[config.mk]
export PLATFORM = sky130hd
export DESIGN_NAME = ihf_ram
export DESIGN_NICKNAME = d
export VERILOG_FILES = /design/src/rtl/ihf_ram.sv
export SDC_FILE = /design/constraint.sdc
export NUM_CORES = 1
export LEC_CHECK = 0
export BUFFER_PORTS_ARGS = -buffer_cell sky130_fd_sc_hd__buf_2
export CORE_UTILIZATION = 30
export CTS_CLUSTER_DIAMETER = 120
export DETAILED_ROUTE_END_ITERATION = 8
export SLEW_MARGIN = 15
export SYNTH_ARGS = -nofsm -noshare
export SYNTH_HDL_FRONTEND = slang
export SYNTH_SLANG_ARGS = --single-unit
[constraint.sdc]
create_clock -name clk -period 5.3 [get_ports clk]
set_input_delay 0.795 -clock clk [delete_from_list [all_inputs] [get_ports clk]]
set_output_delay 0.795 -clock clk [all_outputs]
set_load 0.02 [all_outputs]
[src/rtl/ihf_ram.sv]
module ihf_ram #(
  parameter int WIDTH = 8,
  parameter int DEPTH = 16
) (
  input  logic                     clk,
  input  logic                     we,
  input  logic [$clog2(DEPTH)-1:0] waddr,
  input  logic [WIDTH-1:0]         wdata,
  input  logic [$clog2(DEPTH)-1:0] raddr,
  output logic [WIDTH-1:0]         rdata
);

  logic [WIDTH-1:0] mem [DEPTH];

  always_ff @(posedge clk) begin
    if (we) begin
      mem[waddr] <= wdata;
    end
    rdata <= mem[raddr];
  end

endmodule

==> results of run 1 <==
## cell type report
| class | instances | area (um^2) | share of cell area, % |
|---|---|---|---|
| tap | 220 | 275 | 4.58 |
| multi-input combinational | 83 | 1060 | 17.7 |
| clock buffer | 27 | 493 | 8.21 |
| timing repair buffer | 28 | 148 | 2.46 |
| antenna | 1 | 2.50 | 0.0417 |
| clock inverter | 5 | 21.3 | 0.354 |
| sequential | 136 | 4000 | 66.7 |
## per-layer routing
| layer | wire length (um) | track usage (%) | vias up |
|---|---|---|---|
| met5 | 0 | 0 | - |
| met4 | 311 | 7.02 | 0 |
| met3 | 829 | 3.95 | 22 |
| met2 | 4320 | 16.2 | 91 |
| met1 | 4630 | 18.1 | 1244 |
| li1 | - | - | 1050 |
## cell usage after synthesis (all sizes together)
cell and instances:
edfxtp 128, mux4 32, a22oi 16, nor2 13, nand2 9, dfxtp 8, buf 7, nor3 4
clkdlybuf4s25 3, nand2b 2, nand3b 2, and2 1, and2b 1, nand3 1, nor2b 1, or3b 1
## worst paths after layout
path | from | endpoint | slack (ns) | depth (start not counted)
worst max-delay path | raddr[0] | rdata[7]$_DFF_P_ | 2.92 | 4
worst max register to register | mem[0][5]$_DFFE_PP_ | rdata[5]$_DFF_P_ | 3.90 | 3
worst min register to register | mem[15][1]$_DFFE_PP_ | rdata[1]$_DFF_P_ | 0.67 | 3
worst min-delay path | mem[15][1]$_DFFE_PP_ | rdata[1]$_DFF_P_ | 0.67 | 3
## state kept, by name, summed over array words and instances, names as in the netlist
signal / cells
rdata: 8
mem: 128
## power by group through the flow
stage | logic (mW) | registers (mW) | clock network, mW
floorplan | 0.0610 | 1.24 | 0
global placement | 0.113 | 1.23 | 0
detailed placement | 0.115 | 1.23 | 0
CTS | 0.115 | 1.21 | 1.03
global route | 0.123 | 1.21 | 1.08
finish | 0.114 | 1.21 | 1.02
## worst min-delay path: stages (launching register included)
cell and delay [ns]:
edfxtp_1 0.31, mux4_2 0.22, a22oi_1 0.06, nand2_1 0.05
## cell families after synthesis
| kind of cell | share of synthesized area (%) |
|---|---|
| compound gates | 2.33 |
| buf+inv | 1.68 |
| flops | 77.8 |
| mux | 15.0 |
| simple gates | 3.18 |
## metrics by stage
| step | worst slack (ns) | utilization (%) | area (um^2) | hold WS (ns) | instances |
|---|---|---|---|---|---|
| 5_1_grt | 2.75 | 36.1 | 6000 | 0.722 | 499 |
| 2_1_floorplan | 3.01 | - | 5150 | 0.629 | 229 |
| 6_report | 2.92 | 36.1 | 6010 | 0.667 | 500 |
| 3_5_place_dp | 2.44 | 33.0 | 5490 | 0.663 | 467 |
| 3_3_place_gp | 2.41 | 33.0 | 5480 | 0.651 | 467 |
| 4_1_cts | 2.87 | 36.1 | 6000 | 0.675 | 499 |
==> results.cfg, run 1 <==
[setup_path]
worst_path_max_delay_cell = buf_2
path_max_fanout = 32
crit_buf_inv = 1
cpPeakStageDelay_ns = 0.78
crit_chain = buf_2 > mux4_2 > a22oi_1 > nand2_1
crit_family = buffers and inverters
cp-end-kind = flop
worstSetupPathType = primary input to flop
crit_arrival_ns = 2.66
worstPathRequired_ns = 5.58
worstSetupStartpointType = primary input

[sta]
tightest_slew_ns = 1.05
fin_skew_ns = 0.0116
setup_violations = 0
min_period_ns = 2.38
slew_violations = 0
hold_viol = 0
setup_tns_ns = 0
rsz0062_at_grt = false
fmaxAchievable_mhz = 420
slew_headroom_pct = 30.1
fin_crit_sh_pct = 44.9

[power]
power_frac_comb_pct = 4.9
irDropWorstVdd_mv = 0.268
p_per_area_nw_per_um2 = 390
p_clk_share_pct = 43.4
p_leak_nw = 1.96
intPower_mw = 1.88
power.total_mw = 2.34
swShare_pct = 20.0
switchingPower_uw = 469
seqPwrFrac_pct = 51.8

[global_route]
grt_max_degree = 33
grt_overflow = 0
antenna_found_initial = 1
grt_use_total_pct = 12.5
grt_pass1_wl_mm = 15.3
grt_pass1_vias = 2461

[clock_tree]
post-cts-setup-buffer-count = 0
post_cts_resize_count = 0
tritoncts = built
clock_path_buffers = 2
cts_buffers = 17
cts_hold_buf = 0
h-tree-depth = 4
clk_latency_ns = 0.41
cts_sinks = 136
clockRootBuffer = clkbuf_16
cts.reportedPaths.clkPinSlew_ns = 0.05

[routing]
vias_per_cell = 4.81
ant_nets = 0
vias = 2407
avgRoutedWirePerCell_um = 20.2
routed_wl_mm = 10.1
drt_iter0_drc = 192
drc_errors = 0
drtPass1Iterations = 4

[die]
die_area_um2 = 17700
start_util_pct = 30.9
dieWidth_um = 133
core_area_um2 = 16600
die_y_um = 133
rows = 47
io_pins = 26

[outcome]
outcome = complete, no violations

[layout]
fill_cells = 1510
final_nets = 284
drive_gt1_share_pct = 25.1
final_cell_mix = edfxtp_1, buf_2, mux4_2, clkbuf_16, a22oi_1
final_common_cell = edfxtp_1
syn_to_final_growth_pct = 16.7

[synthesis]
synth_nets = 247
syn_area_um2 = 5150
yosys_warnings = 0
yosys.area.top_type = edfxtp_1
synth.avg_cell_area_um2 = 22.5
synth_cells = 229
yosys_register_bits = 136
ys_types = 19
netlist.area_leader.share_pct = 74.7
ys_top_cells_by_area = edfxtp_1, mux4_2, mux4_1, dfxtp_1, a22oi_1
seq_area_frac_synth_pct = 77.8

[job]
max_cap_violations = 0

[worst_hold_path]
min_path_type = flop to flop

[placed_design]
hpwl_mm = 6.31
routabilityCongestion = 0.710
io_buffers = 25
Power figures use the tool's default switching activity.
==> run 2: changes to the inputs <==
clock period = 1.94 ns   (was 5.3 ns; I/O delays follow)
==> run 2 against run 1 <==
Effect of this change:
- setup slack worse by 2.4 ns
- hold slack worse by 0.40 ns
- clock skew is 0.0067 ns lower
- clock-buffer cell count is 4 lower
- routed wire length is 2.9% higher
- clock power grew to 3.1 times the previous value
- combinational power grew to 2.9 times the previous value
==> results.cfg, run 2 (same netlist as run 1, synthesis figures left out) <==
[worst_hold_path]
holdPathStages = 1
min_path_type = primary input to flop
worstHoldStart = wdata[6]
holdPathEnd = mem[5][6]$_DFFE_PP_

[layout]
final_core_util_pct = 37.6
antennaDiodeCount = 0
largest_reg_flops = 128
final_nets = 303
syn_to_final_growth_pct = 21.5
final_cell_mix = edfxtp_1, buf_2, buf_4, mux4_2, clkbuf_16
final_common_cell = edfxtp_1
reg_top3 = mem: 128 flops, rdata: 8 flops
largest_register = mem
drive_gt1_share_pct = 31.5

[placed_design]
io_buffers = 25
routabilityCongestion = 0.704
hpwl_mm = 6.65
dp_slack_ns = 0.236

[routing]
ant_nets = 0
vias = 2413
drtPass1Iterations = 4
drc_errors = 0
routed_wl_mm = 10.4
avgRoutedWirePerCell_um = 20.0
drt_iter0_drc = 142
vias_per_cell = 4.66

[global_route]
antenna_found_initial = 0
grt_max_degree = 33
grt_use_total_pct = 12.9
grt_overflow = 0
grt_pass1_vias = 2559
grt_pass1_wl_mm = 15.7

[sta]
setup_tns_ns = 0
hold_viol = 0
worst_slack_ns = 0.559
fin_skew_ns = 0.00487
min_period_ns = 1.38
rsz0062_at_grt = false
hold_slack_ns = 0.262
fmaxAchievable_mhz = 724
slew_violations = 0
setup_violations = 0
fin_crit_sh_pct = 71.2
slew_headroom_pct = 69.1
tightest_slew_ns = 0.463

[setup_path]
reg2reg_slack_ns = 0.56
crit_arrival_ns = 1.67
worstSetupStartpointType = flop
r2r_cells = 3
worstSetupPathType = flop to flop
worstPathRequired_ns = 2.23
path_max_fanout = 1
r2r-start = mem[1][1]$_DFFE_PP_
r2r-end = rdata[1]$_DFF_P_
cp-end-kind = flop

[outcome]
outcome = complete, no violations

[die]
die_area_um2 = 17700
die_y_um = 133
dieWidth_um = 133
rows = 47
start_util_pct = 30.9
core_area_um2 = 16600
io_pins = 26

[clock_tree]
clock_path_buffers = 2
clk_latency_ns = 0.41
cts_buffers = 17
clockRootBuffer = clkbuf_16
cts_hold_buf = 0
cts.reportedPaths.clkPinSlew_ns = 0.05
cts_sinks = 136
tritoncts = built
h-tree-depth = 4
post_cts_resize_count = 0
post-cts-setup-buffer-count = 0

[power]
p_per_area_nw_per_um2 = 1090
p_leak_nw = 2.11
irDropWorstVdd_mv = 0.620

[job]
max_cap_violations = 0
run 2: critical path: stages (launching register included):
cell and delay [ns]:
edfxtp_1 0.35, mux4_1 0.50, a22oi_1 0.33, nand2_1 0.09
run 2: final cells by class:
class	count	area [um^2]
Fill cell	1501	10400
Sequential cell	136	4000
Multi-Input combinational cell	83	1060
Clock buffer	23	468
Timing Repair Buffer	47	328
Tap cell	220	275
Clock inverter	9	123
run 2: report_power, final:
group          total [mW]  leakage, nW  switching (mW)  internal, mW
clock network        3.19        0.291            1.11          2.08
logic               0.335        0.601           0.197         0.138
registers            3.31         1.22          0.0195          3.29
total                6.83         2.11            1.33          5.50
run 2: per-layer routing:
metal / GRT usage, % / share of wire [%] / up-vias
li1: - / - / 1085
met1: 17.3 / 47 / 1251
met2: 19.3 / 47 / 64
met3: 3.49 / 4.5 / 13
met4: 6.07 / 1.3 / 0
met5: 0 / 0 / -
run 2: how the worst max path moves through the flow:
| stage | end | startpoint | slack (ns) |
|---|---|---|---|
| 2_1_floorplan | mem[0][0]$_DFFE_PP_ | waddr[2] | 0.16 |
| 3_3_place_gp | rdata[1]$_DFF_P_ | raddr[0] | 0.24 |
| 3_5_place_dp | rdata[1]$_DFF_P_ | raddr[0] | 0.24 |
| 4_1_cts | rdata[1]$_DFF_P_ | mem[1][1]$_DFFE_PP_ | 0.56 |
| 5_1_grt | rdata[1]$_DFF_P_ | mem[1][1]$_DFFE_PP_ | 0.52 |
| 6_report | rdata[1]$_DFF_P_ | mem[1][1]$_DFFE_PP_ | 0.56 |
run 2: stage by stage:
stage	total power, mW	std cells	instance area, um^2
floorplan	3.55	229	5150
global placement	3.70	486	5660
finish	6.83	518	6250
CTS	6.89	518	6250
detailed placement	3.71	486	5660
global route	7.04	518	6250
